### config.mk
export PLATFORM = sky130hd
export DESIGN_NAME = http_message_boundary_detector_top_flat
export DESIGN_NICKNAME = d
export VERILOG_FILES = /design/src/hw/rtl/hmbd_pkg.sv /design/src/hw/rtl/hmbd_in_if.sv /design/src/hw/rtl/hmbd_out_if.sv /design/src/hw/rtl/hmbd_scan.sv /design/src/hw/rtl/http_message_boundary_detector_top.sv /design/src/flat_wrapper.sv
export SDC_FILE = /design/constraint.sdc
export NUM_CORES = 1
export LEC_CHECK = 0
export BUFFER_PORTS_ARGS = -buffer_cell sky130_fd_sc_hd__buf_2
export CORE_MARGIN = 2
export CORE_UTILIZATION = 55
export DETAILED_ROUTE_END_ITERATION = 6
export PLACE_DENSITY_LB_ADDON = 0.12
export SLEW_MARGIN = 15
export SYNTH_ARGS = -nofsm -noshare
export SYNTH_HDL_FRONTEND = slang
export SYNTH_HIERARCHICAL = 1
export SYNTH_SLANG_ARGS = --single-unit
### constraint.sdc
create_clock -name clk_i -period 26.8 [get_ports clk_i]
set_clock_uncertainty 0.1 [all_clocks]
set_input_delay 2.68 -clock clk_i [delete_from_list [all_inputs] [get_ports clk_i]]
set_output_delay 2.68 -clock clk_i [all_outputs]
set_load 0.005 [all_outputs]
### src/hw/rtl/hmbd_pkg.sv
// Package with the types, character codes and matcher steps of the HTTP boundary detector.
`default_nettype none

package hmbd_pkg;

  // Character codes used by the matchers and the length parser.
  localparam logic [7:0] CHAR_CR      = 8'd13;
  localparam logic [7:0] CHAR_LF      = 8'd10;
  localparam logic [7:0] CHAR_TAB     = 8'd9;
  localparam logic [7:0] CHAR_SPACE   = 8'd32;
  localparam logic [7:0] CHAR_ZERO    = 8'd48;
  localparam logic [7:0] CHAR_NINE    = 8'd57;
  localparam logic [7:0] CHAR_UPPER_A = 8'd65;
  localparam logic [7:0] CHAR_UPPER_Z = 8'd90;
  localparam logic [7:0] CHAR_LOWER_C = 8'd99;
  localparam logic [7:0] CASE_OFFSET  = 8'd32;

  // Pattern lengths.
  localparam logic [3:0] FIELD_LEN = 4'd15;
  localparam logic [2:0] CRLF_LEN  = 3'd4;
  localparam logic [1:0] LFLF_LEN  = 2'd2;
  localparam logic [2:0] CHUNK_LEN = 3'd7;

  // Content-Length parser phase, one-hot.
  typedef enum logic [3:0] {
    PH_NONE   = 4'b0001,
    PH_BLANK  = 4'b0010,
    PH_DIGITS = 4'b0100,
    PH_DONE   = 4'b1000
  } phase_e;

  // Request handed from the input register to the scanner.
  typedef struct packed {
    logic       valid;
    logic [7:0] data_byte;
    logic       restart;
  } req_t;

  // Result of scanning one byte.
  typedef struct packed {
    logic        complete;
    logic [31:0] message_length;
    logic        in_body;
    logic        length_overflow;
  } result_t;

  function automatic logic [7:0] to_lower(input logic [7:0] c);
    if (c >= CHAR_UPPER_A && c <= CHAR_UPPER_Z) begin
      return c + CASE_OFFSET;
    end
    return c;
  endfunction

  // Lower-case spelling of "content-length:".
  function automatic logic [7:0] field_char(input logic [3:0] idx);
    logic [7:0] ch;
    unique case (idx)
      4'd0:    ch = 8'd99;   // c
      4'd1:    ch = 8'd111;  // o
      4'd2:    ch = 8'd110;  // n
      4'd3:    ch = 8'd116;  // t
      4'd4:    ch = 8'd101;  // e
      4'd5:    ch = 8'd110;  // n
      4'd6:    ch = 8'd116;  // t
      4'd7:    ch = 8'd45;   // -
      4'd8:    ch = 8'd108;  // l
      4'd9:    ch = 8'd101;  // e
      4'd10:   ch = 8'd110;  // n
      4'd11:   ch = 8'd103;  // g
      4'd12:   ch = 8'd116;  // t
      4'd13:   ch = 8'd104;  // h
      4'd14:   ch = 8'd58;   // :
      default: ch = 8'd0;
    endcase
    return ch;
  endfunction

  function automatic logic [3:0] field_step(input logic [3:0] st_in, input logic [7:0] lc);
    logic [3:0] st;
    st = (st_in >= FIELD_LEN) ? 4'd0 : st_in;
    if (field_char(st) == lc) begin
      return st + 4'd1;
    end
    return (lc == CHAR_LOWER_C) ? 4'd1 : 4'd0;
  endfunction

  function automatic logic [2:0] crlf_step(input logic [2:0] st, input logic [7:0] c);
    logic [2:0] nx;
    unique case (st)
      3'd1:    nx = (c == CHAR_LF) ? 3'd2 : ((c == CHAR_CR) ? 3'd1 : 3'd0);
      3'd2:    nx = (c == CHAR_CR) ? 3'd3 : 3'd0;
      3'd3:    nx = (c == CHAR_LF) ? 3'd4 : ((c == CHAR_CR) ? 3'd1 : 3'd0);
      default: nx = (c == CHAR_CR) ? 3'd1 : 3'd0;
    endcase
    return nx;
  endfunction

  function automatic logic [1:0] lflf_step(input logic [1:0] st, input logic [7:0] c);
    logic [1:0] nx;
    unique case (st)
      2'd1:    nx = (c == CHAR_LF) ? 2'd2 : 2'd0;
      default: nx = (c == CHAR_LF) ? 2'd1 : 2'd0;
    endcase
    return nx;
  endfunction

  // Matcher for CR LF '0' CR LF CR LF, with the fallbacks of its failure table folded in.
  function automatic logic [2:0] chunk_step(input logic [2:0] st, input logic [7:0] c);
    logic [2:0] nx;
    unique case (st)
      3'd1:    nx = (c == CHAR_LF) ? 3'd2 : ((c == CHAR_CR) ? 3'd1 : 3'd0);
      3'd2:    nx = (c == CHAR_ZERO) ? 3'd3 : ((c == CHAR_CR) ? 3'd1 : 3'd0);
      3'd3:    nx = (c == CHAR_CR) ? 3'd4 : 3'd0;
      3'd4:    nx = (c == CHAR_LF) ? 3'd5 : ((c == CHAR_CR) ? 3'd1 : 3'd0);
      3'd5:    nx = (c == CHAR_CR) ? 3'd6 : ((c == CHAR_ZERO) ? 3'd3 : 3'd0);
      3'd6:    nx = (c == CHAR_LF) ? 3'd7 : ((c == CHAR_CR) ? 3'd1 : 3'd0);
      default: nx = (c == CHAR_CR) ? 3'd1 : 3'd0;
    endcase
    return nx;
  endfunction

endpackage

`default_nettype wire

### src/hw/rtl/hmbd_in_if.sv
// Interface of the byte input channel.
`default_nettype none

interface hmbd_in_if;
  logic       valid;
  logic       ready;
  logic [7:0] data_byte;
  logic       restart;

  modport source (output valid, output data_byte, output restart, input ready);
  modport sink   (input valid, input data_byte, input restart, output ready);
endinterface

`default_nettype wire

### src/hw/rtl/hmbd_out_if.sv
// Interface of the result output channel.
`default_nettype none

interface hmbd_out_if;
  logic        valid;
  logic        ready;
  logic        complete;
  logic [31:0] message_length;
  logic        in_body;
  logic        length_overflow;

  modport source (output valid, output complete, output message_length, output in_body,
                  output length_overflow, input ready);
  modport sink   (input valid, input complete, input message_length, input in_body,
                  input length_overflow, output ready);
endinterface

`default_nettype wire

### src/hw/rtl/hmbd_scan.sv
// Message state registers and the single-pass scan of one byte.
`default_nettype none

module hmbd_scan #(
  parameter int COUNT_BITS = 32
) (
  input  wire logic              clk_i,
  input  wire logic              rst_ni,
  input  wire hmbd_pkg::req_t    req_i,
  input  wire logic              chunk_wait_i,
  output hmbd_pkg::result_t      result_o
);

  localparam int TW = ((COUNT_BITS > 32) ? COUNT_BITS : 32) + 1;
  localparam logic [COUNT_BITS-1:0] COUNT_MAX = '1;

  logic [COUNT_BITS-1:0] byte_count_q, byte_count_d;
  logic                  header_end_q, header_end_d;
  logic [COUNT_BITS-1:0] header_len_q, header_len_d;
  logic [2:0]            crlf_q, crlf_d;
  logic [1:0]            lflf_q, lflf_d;
  logic [3:0]            field_q, field_d;
  hmbd_pkg::phase_e      phase_q, phase_d;
  logic [31:0]           clen_q, clen_d;
  logic [2:0]            chunk_q, chunk_d;
  logic                  sat_q, sat_d;

  logic [7:0]  c;
  logic [7:0]  lc;
  logic        in_header;
  logic        digit;
  logic [3:0]  digit_val;
  logic [35:0] clen_x10;
  logic [TW-1:0] target;
  logic [TW-1:0] len;
  logic        done;
  logic        found;

  always_comb begin
    c         = req_i.data_byte;
    lc        = hmbd_pkg::to_lower(c);
    digit     = (c >= hmbd_pkg::CHAR_ZERO) && (c <= hmbd_pkg::CHAR_NINE);
    digit_val = 4'(c - hmbd_pkg::CHAR_ZERO);

    // A restart discards the message state before this byte is looked at.
    if (req_i.restart) begin
      byte_count_d = '0;
      header_end_d = 1'b0;
      header_len_d = '0;
      crlf_d       = '0;
      lflf_d       = '0;
      field_d      = '0;
      phase_d      = hmbd_pkg::PH_NONE;
      clen_d       = '0;
      chunk_d      = '0;
      sat_d        = 1'b0;
    end else begin
      byte_count_d = byte_count_q;
      header_end_d = header_end_q;
      header_len_d = header_len_q;
      crlf_d       = crlf_q;
      lflf_d       = lflf_q;
      field_d      = field_q;
      phase_d      = phase_q;
      clen_d       = clen_q;
      chunk_d      = chunk_q;
      sat_d        = sat_q;
    end

    in_header = !header_end_d;

    if (byte_count_d == COUNT_MAX) begin
      sat_d = 1'b1;
    end else begin
      byte_count_d = byte_count_d + COUNT_BITS'(1);
    end

    chunk_d = hmbd_pkg::chunk_step((chunk_d == hmbd_pkg::CHUNK_LEN) ? 3'd0 : chunk_d, c);

    clen_x10 = ({4'd0, clen_d} << 3) + ({4'd0, clen_d} << 1) + {32'd0, digit_val};

    if (in_header) begin
      unique case (phase_d)
        hmbd_pkg::PH_BLANK: begin
          if (digit) begin
            clen_d  = {28'd0, digit_val};
            phase_d = hmbd_pkg::PH_DIGITS;
          end else if (c != hmbd_pkg::CHAR_SPACE && c != hmbd_pkg::CHAR_TAB) begin
            phase_d = hmbd_pkg::PH_DONE;
          end
        end
        hmbd_pkg::PH_DIGITS: begin
          if (digit) begin
            if (clen_x10[35:32] != 4'd0) begin
              clen_d = '1;
              sat_d  = 1'b1;
            end else begin
              clen_d = clen_x10[31:0];
            end
          end else begin
            phase_d = hmbd_pkg::PH_DONE;
          end
        end
        hmbd_pkg::PH_NONE: begin
          field_d = hmbd_pkg::field_step(field_d, lc);
          if (field_d == hmbd_pkg::FIELD_LEN) begin
            phase_d = hmbd_pkg::PH_BLANK;
            field_d = '0;
          end
        end
        default: ;
      endcase

      crlf_d = hmbd_pkg::crlf_step((crlf_d >= hmbd_pkg::CRLF_LEN) ? 3'd0 : crlf_d, c);
      lflf_d = hmbd_pkg::lflf_step((lflf_d >= hmbd_pkg::LFLF_LEN) ? 2'd0 : lflf_d, c);
      if (crlf_d == hmbd_pkg::CRLF_LEN || lflf_d == hmbd_pkg::LFLF_LEN) begin
        header_end_d = 1'b1;
        header_len_d = byte_count_d;
        crlf_d       = '0;
        lflf_d       = '0;
      end
    end

    found  = (phase_d != hmbd_pkg::PH_NONE);
    target = TW'(header_len_d) + TW'(clen_d);
    done   = 1'b0;
    len    = '0;

    if (header_end_d) begin
      if (found) begin
        if (target > TW'(COUNT_MAX)) begin
          target = TW'(COUNT_MAX);
          sat_d  = 1'b1;
        end
        if (TW'(byte_count_d) >= target) begin
          done = 1'b1;
          len  = target;
        end
      end else if (chunk_d == hmbd_pkg::CHUNK_LEN || !chunk_wait_i) begin
        // Without a length field the count is the message length; when the header
        // ends on this very byte the header length equals the count.
        done = 1'b1;
        len  = TW'(byte_count_d);
      end
    end

    result_o.complete        = done;
    result_o.message_length  = len[31:0];
    result_o.in_body         = header_end_d;
    result_o.length_overflow = sat_d;

    if (done) begin
      byte_count_d = '0;
      header_end_d = 1'b0;
      header_len_d = '0;
      crlf_d       = '0;
      lflf_d       = '0;
      field_d      = '0;
      phase_d      = hmbd_pkg::PH_NONE;
      clen_d       = '0;
      chunk_d      = '0;
      sat_d        = 1'b0;
    end
  end

  always_ff @(posedge clk_i or negedge rst_ni) begin
    if (!rst_ni) begin
      byte_count_q <= '0;
      header_end_q <= 1'b0;
      header_len_q <= '0;
      crlf_q       <= '0;
      lflf_q       <= '0;
      field_q      <= '0;
      phase_q      <= hmbd_pkg::PH_NONE;
      clen_q       <= '0;
      chunk_q      <= '0;
      sat_q        <= 1'b0;
    end else if (req_i.valid) begin
      byte_count_q <= byte_count_d;
      header_end_q <= header_end_d;
      header_len_q <= header_len_d;
      crlf_q       <= crlf_d;
      lflf_q       <= lflf_d;
      field_q      <= field_d;
      phase_q      <= phase_d;
      clen_q       <= clen_d;
      chunk_q      <= chunk_d;
      sat_q        <= sat_d;
    end
  end

  // A message can only end once its header is over.
  a_complete_in_body: assert property (@(posedge clk_i) disable iff (!rst_ni)
    result_o.complete |-> result_o.in_body)
    else $error("completion reported before header end");

  a_length_idle_zero: assert property (@(posedge clk_i) disable iff (!rst_ni)
    !result_o.complete |-> (result_o.message_length == 32'd0))
    else $error("message length set without completion");

  a_clear_after_done: assert property (@(posedge clk_i) disable iff (!rst_ni)
    (req_i.valid && result_o.complete) |=> (byte_count_q == '0 && !header_end_q && !sat_q))
    else $error("message state not cleared after completion");

  a_field_only_in_search: assert property (@(posedge clk_i) disable iff (!rst_ni)
    (phase_q != hmbd_pkg::PH_NONE) |-> (field_q == 4'd0))
    else $error("field matcher active after the field was found");

endmodule

`default_nettype wire

### src/hw/rtl/http_message_boundary_detector_top.sv
// Top level of the HTTP message boundary detector with its handshake registers.
//
// The block takes one byte of a received HTTP stream per request and returns one
// result per byte: whether the byte ends a message, the message length, whether
// the header has ended, and whether a length saturated. The header ends at the
// first CRLFCRLF or LFLF; a case-insensitive "Content-Length:" in the header,
// followed by optional blanks and decimal digits, sets the body length. Without
// that field the message ends at the header end, or at the chunk terminator
// CRLF "0" CRLF CRLF while chunk_wait is set (reset value 1). A byte with restart
// set throws away the partial message before it is counted. Throughput is one
// byte per cycle while the receiver keeps taking results; a byte's result passes
// through the input register and then the result register, and the whole scan
// of a byte sits in the single logic pass between those two registers.
// The input side keeps taking requests while a result waits, until both the
// input and the result registers are full. chunk_wait is to be written only
// while no byte is in flight. COUNT_BITS sets the width of the byte counter.
`default_nettype none

module http_message_boundary_detector_top #(
  parameter int COUNT_BITS = 32
) (
  input  wire logic  clk_i,
  input  wire logic  rst_ni,
  input  wire logic  cfg_we_i,
  input  wire logic  cfg_wdata_i,
  hmbd_in_if.sink    in_i,
  hmbd_out_if.source out_o
);

  logic              chunk_wait_q;
  logic              in_vld_q;
  logic [7:0]        in_byte_q;
  logic              in_restart_q;
  logic              out_vld_q;
  hmbd_pkg::result_t out_q;
  hmbd_pkg::result_t result;
  hmbd_pkg::req_t    req;
  logic              advance;
  logic              in_ready;

  // The byte in the input register moves on when the result register is free or
  // is being emptied in this cycle.
  assign advance  = in_vld_q && (!out_vld_q || out_o.ready);
  assign in_ready = !in_vld_q || advance;

  assign req.valid     = advance;
  assign req.data_byte = in_byte_q;
  assign req.restart   = in_restart_q;

  hmbd_scan #(
    .COUNT_BITS(COUNT_BITS)
  ) u_scan (
    .clk_i       (clk_i),
    .rst_ni      (rst_ni),
    .req_i       (req),
    .chunk_wait_i(chunk_wait_q),
    .result_o    (result)
  );

  always_ff @(posedge clk_i or negedge rst_ni) begin
    if (!rst_ni) begin
      chunk_wait_q <= 1'b1;
    end else if (cfg_we_i) begin
      chunk_wait_q <= cfg_wdata_i;
    end
  end

  // Input register.
  always_ff @(posedge clk_i or negedge rst_ni) begin
    if (!rst_ni) begin
      in_vld_q <= 1'b0;
    end else if (in_ready) begin
      in_vld_q <= in_i.valid;
    end
  end

  always_ff @(posedge clk_i) begin
    if (in_ready && in_i.valid) begin
      in_byte_q    <= in_i.data_byte;
      in_restart_q <= in_i.restart;
    end
  end

  // Result register.
  always_ff @(posedge clk_i or negedge rst_ni) begin
    if (!rst_ni) begin
      out_vld_q <= 1'b0;
    end else if (advance) begin
      out_vld_q <= 1'b1;
    end else if (out_o.ready) begin
      out_vld_q <= 1'b0;
    end
  end

  always_ff @(posedge clk_i) begin
    if (advance) begin
      out_q <= result;
    end
  end

  assign in_i.ready            = in_ready;
  assign out_o.valid           = out_vld_q;
  assign out_o.complete        = out_q.complete;
  assign out_o.message_length  = out_q.message_length;
  assign out_o.in_body         = out_q.in_body;
  assign out_o.length_overflow = out_q.length_overflow;

  // A stalled result must not be overwritten by a byte from the input register.
  a_no_overwrite: assert property (@(posedge clk_i) disable iff (!rst_ni)
    (out_vld_q && !out_o.ready) |-> !advance)
    else $error("result register overwritten while stalled");

  // An empty pipeline always takes a request.
  a_ready_when_empty: assert property (@(posedge clk_i) disable iff (!rst_ni)
    (!in_vld_q && !out_vld_q) |-> in_i.ready)
    else $error("request refused with empty pipeline");

  a_result_follows_byte: assert property (@(posedge clk_i) disable iff (!rst_ni)
    advance |=> out_vld_q)
    else $error("scanned byte gave no result");

endmodule

`default_nettype wire

### src/flat_wrapper.sv
// flat-port wrapper written by rule: the top's interface ports become plain ports
module http_message_boundary_detector_top_flat 
#(
  parameter int COUNT_BITS = 32
)
  (clk_i, rst_ni, cfg_we_i, cfg_wdata_i, in_i_valid, in_i_data_byte, in_i_restart, in_i_ready, out_o_valid, out_o_complete, out_o_message_length, out_o_in_body, out_o_length_overflow, out_o_ready);
  hmbd_in_if in_i_i ();
  hmbd_out_if out_o_i ();
  input  wire logic clk_i;
  input  wire logic rst_ni;
  input  wire logic cfg_we_i;
  input  wire logic cfg_wdata_i;
  input wire logic [$bits(in_i_i.valid)-1:0] in_i_valid;
  input wire logic [$bits(in_i_i.data_byte)-1:0] in_i_data_byte;
  input wire logic [$bits(in_i_i.restart)-1:0] in_i_restart;
  output wire logic [$bits(in_i_i.ready)-1:0] in_i_ready;
  output wire logic [$bits(out_o_i.valid)-1:0] out_o_valid;
  output wire logic [$bits(out_o_i.complete)-1:0] out_o_complete;
  output wire logic [$bits(out_o_i.message_length)-1:0] out_o_message_length;
  output wire logic [$bits(out_o_i.in_body)-1:0] out_o_in_body;
  output wire logic [$bits(out_o_i.length_overflow)-1:0] out_o_length_overflow;
  input wire logic [$bits(out_o_i.ready)-1:0] out_o_ready;
  assign in_i_i.valid = in_i_valid;
  assign in_i_i.data_byte = in_i_data_byte;
  assign in_i_i.restart = in_i_restart;
  assign in_i_ready = in_i_i.ready;
  assign out_o_valid = out_o_i.valid;
  assign out_o_complete = out_o_i.complete;
  assign out_o_message_length = out_o_i.message_length;
  assign out_o_in_body = out_o_i.in_body;
  assign out_o_length_overflow = out_o_i.length_overflow;
  assign out_o_i.ready = out_o_ready;
  http_message_boundary_detector_top #(.COUNT_BITS(COUNT_BITS)) u_core (.clk_i(clk_i), .rst_ni(rst_ni), .cfg_we_i(cfg_we_i), .cfg_wdata_i(cfg_wdata_i), .in_i(in_i_i), .out_o(out_o_i));
endmodule
==> flow_summary.ini <==
[sta]
period_needed_ps = 11920
relSlewSlack_pct = 36.4
hold_violations = 0
setup-tns-final_ps = 0
fmax_mhz = 83.9
rsz0062_at_grt = no
fin_crit_sh_pct = 44.5
report.final.slew_viol_count = 0
worst_slack_ps = 14880
worst_pin_slew_ps = 954
setup_viol = 0

[synthesis]
seq_area_frac_synth_pct = 29.9
ys_top_cells_by_area = dfrtp_1 20%, ha_1 12%, edfxtp_1 9.3%, o21ai_0 4.7%, nand2_1 4.1%
ys_ff_latch = 161
async_reset_ff_share_pct = 72.7
synth.most_common_cell = nand2_1
synth-xor-area-share_pct = 5.04
synth_top_area_cell = dfrtp_1
synthSimpleGateAreaFrac_pct = 20.4
synth_flop_cell = dfrtp_1
netlist_area_um2 = 14200
synth-edff-count = 44
synth_cell_types = 92
yosys-top-cells-count = 156 x nand2_1, 147 x nor2_1, 135 x ha_1, 135 x o21ai_0, 115 x dfrtp_1
synth_compound_area_share_pct = 27.6
syn_nets = 1840
postSynthAreaPerCell_um2 = 8.44
synthMuxAreaShare_pct = 0.518
synthCells = 1688
synth_top_family_by_area = compound AO/OA/AOI/OAI gates
synthAdderAreaFrac_pct = 12.1
synth_top_area_share_pct = 20.2
yosys_warnings = 6

[critical_path]
r2r-start = u_core/in_restart_q
max_stage_delay_ps = 800
critPathTopFamily = compound AO/OA/AOI/OAI gates
cp_slowest_cell = nor2_2
critPathLaunch = u_core/in_restart_q
cp_data_arrival_time_ps = 12190
worstPathMaxFanout = 52
cp-end-kind = flop
crit_required_ps = 27070
crit_buf_inv = 5
startpoint_type = flop
path_class = flop to flop

[placed_design]
place_hpwl_mm = 31.5
gp_congestion = 0.981
dpl_worst_slack_ps = 15150
dp_cells = 1998
port_buffers = 51

[power]
leakage_nw = 6.80
power_density_nw_per_um2 = 39.7
total_power_w = 0.000604
irDropWorstVdd_v = 0.0000398

[min_path]
min_path_type = flop to flop
worstHoldStart = u_core/u_scan/lflf_q[1]

[layout]
antenna_cells = 0
area_growth_pct = 6.92
nFillCells = 2249
post_route_cells_drive_above_1_share_pct = 8.88
fin_cells = 2030
finalNetCount = 1839
postLayoutCoreUtil_pct = 60.1

[floorplanning]
die_w_um = 165
die-area_um2 = 27200
io_pins = 52
chipHeight_um = 165
num_rows = 58
initial_core_util_pct = 56.2
core_um2 = 25300

[detailed_routing]
drt_iter0_drc = 1764
wire_per_inst_um = 21.2
route.detailed.drc = 0
vias = 13300
viasPerCell = 6.57
wirelength_mm = 43.0
dr.pass1.iters = 6
postRouteAntennaNets = 0

[run]
drv_cap = 0

[grt]
grt_max_degree = 85
grt_pass1_wl_mm = 68.5
grt.total_usage_pct = 32.3
grt_pass1_vias = 12500
grt_overflow = 0
antenna_found_initial = 0

[cts]
worstSkewPairLatency_ps = 440
cts_root_buf = clkbuf_16
cts_resized = 0
cts_made_buffers = 17
cts_max_path_buffers = 2
cts.sinks = 161
htree_num_levels = 4
clk_pin_slew_worst_paths_ps = 70
cts_hold_buf = 0
cts_tree = yes
post_cts_buffers = 0

[outcome]
outcome = finished clean
[logic make-up after synthesis]
kind of cell | Yosys count
DFF | 161
AOI/OAI and AO/OA | 574
and+or+nand+nor | 582
adders and majority gates | 137
muxes | 7
xor gates and xnor gates | 82
buffers and inverters | 145
[cells in the final DEF (no fill, tap or decap), drive strengths merged, types with 10 or more instances in the layout]
cell type	netlist	final
nand2	159	159
nor2	149	149
o21ai	138	138
ha	135	135
dfrtp	115	115
a21oi	105	105
buf	28	68
a22o	66	66
inv	57	66
nand3	55	55
xnor2	53	53
nor2b	52	52
a21o	45	45
edfxtp	44	44
o2bb2ai	36	36
nand4	30	30
xor2	29	29
a31oi	28	28
a211oi	24	24
and2	21	21
clkbuf	60	17
and3	17	17
nor3	17	17
nand2b	15	15
o21a	13	13
o21bai	12	12
o31ai	12	12
o211ai	11	11
nor4	11	11
or3	10	10
o22ai	10	10
a31o	10	10
[sequential cells by signal, summed over array words and instances (netlist names)]
| signal | flops |
|---|---|
| u_core/out_o.message_length | 32 |
| u_core/u_scan/phase_q | 4 |
| u_core/in_vld_q | 1 |
| u_core/u_scan/crlf_q | 3 |
| u_core/u_scan/header_len_q | 32 |
| u_core/out_o.in_body | 1 |
| u_core/u_scan/chunk_q | 3 |
| u_core/out_o.complete | 1 |
| u_core/chunk_wait_q | 1 |
| u_core/in_byte_q | 8 |
| u_core/u_scan/byte_count_q | 32 |
| u_core/u_scan/lflf_q | 2 |
| u_core/in_restart_q | 1 |
| u_core/u_scan/field_q | 4 |
| u_core/u_scan/clen_q | 32 |
| u_core/out_o.valid | 1 |
| u_core/u_scan/header_end_q | 1 |
| u_core/u_scan/sat_q | 1 |
| u_core/out_o.length_overflow | 1 |
[metal layers]
metal / wire (um) / up-vias / global-route usage [%] / part of all wire, %
met5: 0 / - / 0 / 0
met4: 1150 / 0 / 11.3 / 2.7
met3: 2990 / 75 / 4.29 / 7.0
met2: 18800 / 637 / 49.3 / 44
met1: 20000 / 6329 / 46.8 / 47
li1: - / 6289 / - / -
[stage by stage]
step                      hold slack [ps]  instance area, um2
after floorplan                       344               14200
after global placement                360               14600
after detailed placement              367               14600
after CTS                             394               15200
after global routing                  413               15200
final                                 392               15200
[report_power, final]
part	internal, W	switching, W
logic	0.0000298	0.0000583
registers	0.000261	0.00000726
clock network	0.000125	0.000122
[final cells by class]
cell class                      count  area [um2]  share of cell area, %
Multi-Input combinational cell   1382        9380                   61.6
Tap cell                          330         413                   2.71
Inverter                           57         214                   1.41
Clock inverter                     15         158                   1.04
Timing Repair Buffer               68         385                   2.53
Sequential cell                   161        4250                   27.9
Clock buffer                       17         425                   2.79
[worst paths after layout]
kind	end	slack, ps	depth (start not counted)
worst max-delay path	u_core/u_scan/header_len_q[7]	14880	39
worst min-delay path	u_core/u_scan/lflf_q[1]	390	1
worst max register to register	u_core/u_scan/header_len_q[7]	14880	39
worst min register to register	u_core/u_scan/lflf_q[1]	390	1
max in group asynchronous	u_core/u_scan/clen_q[19]	23080	2
min in group asynchronous	u_core/u_scan/byte_count_q[5]	2170	1
Power figures use the tool's default switching activity.
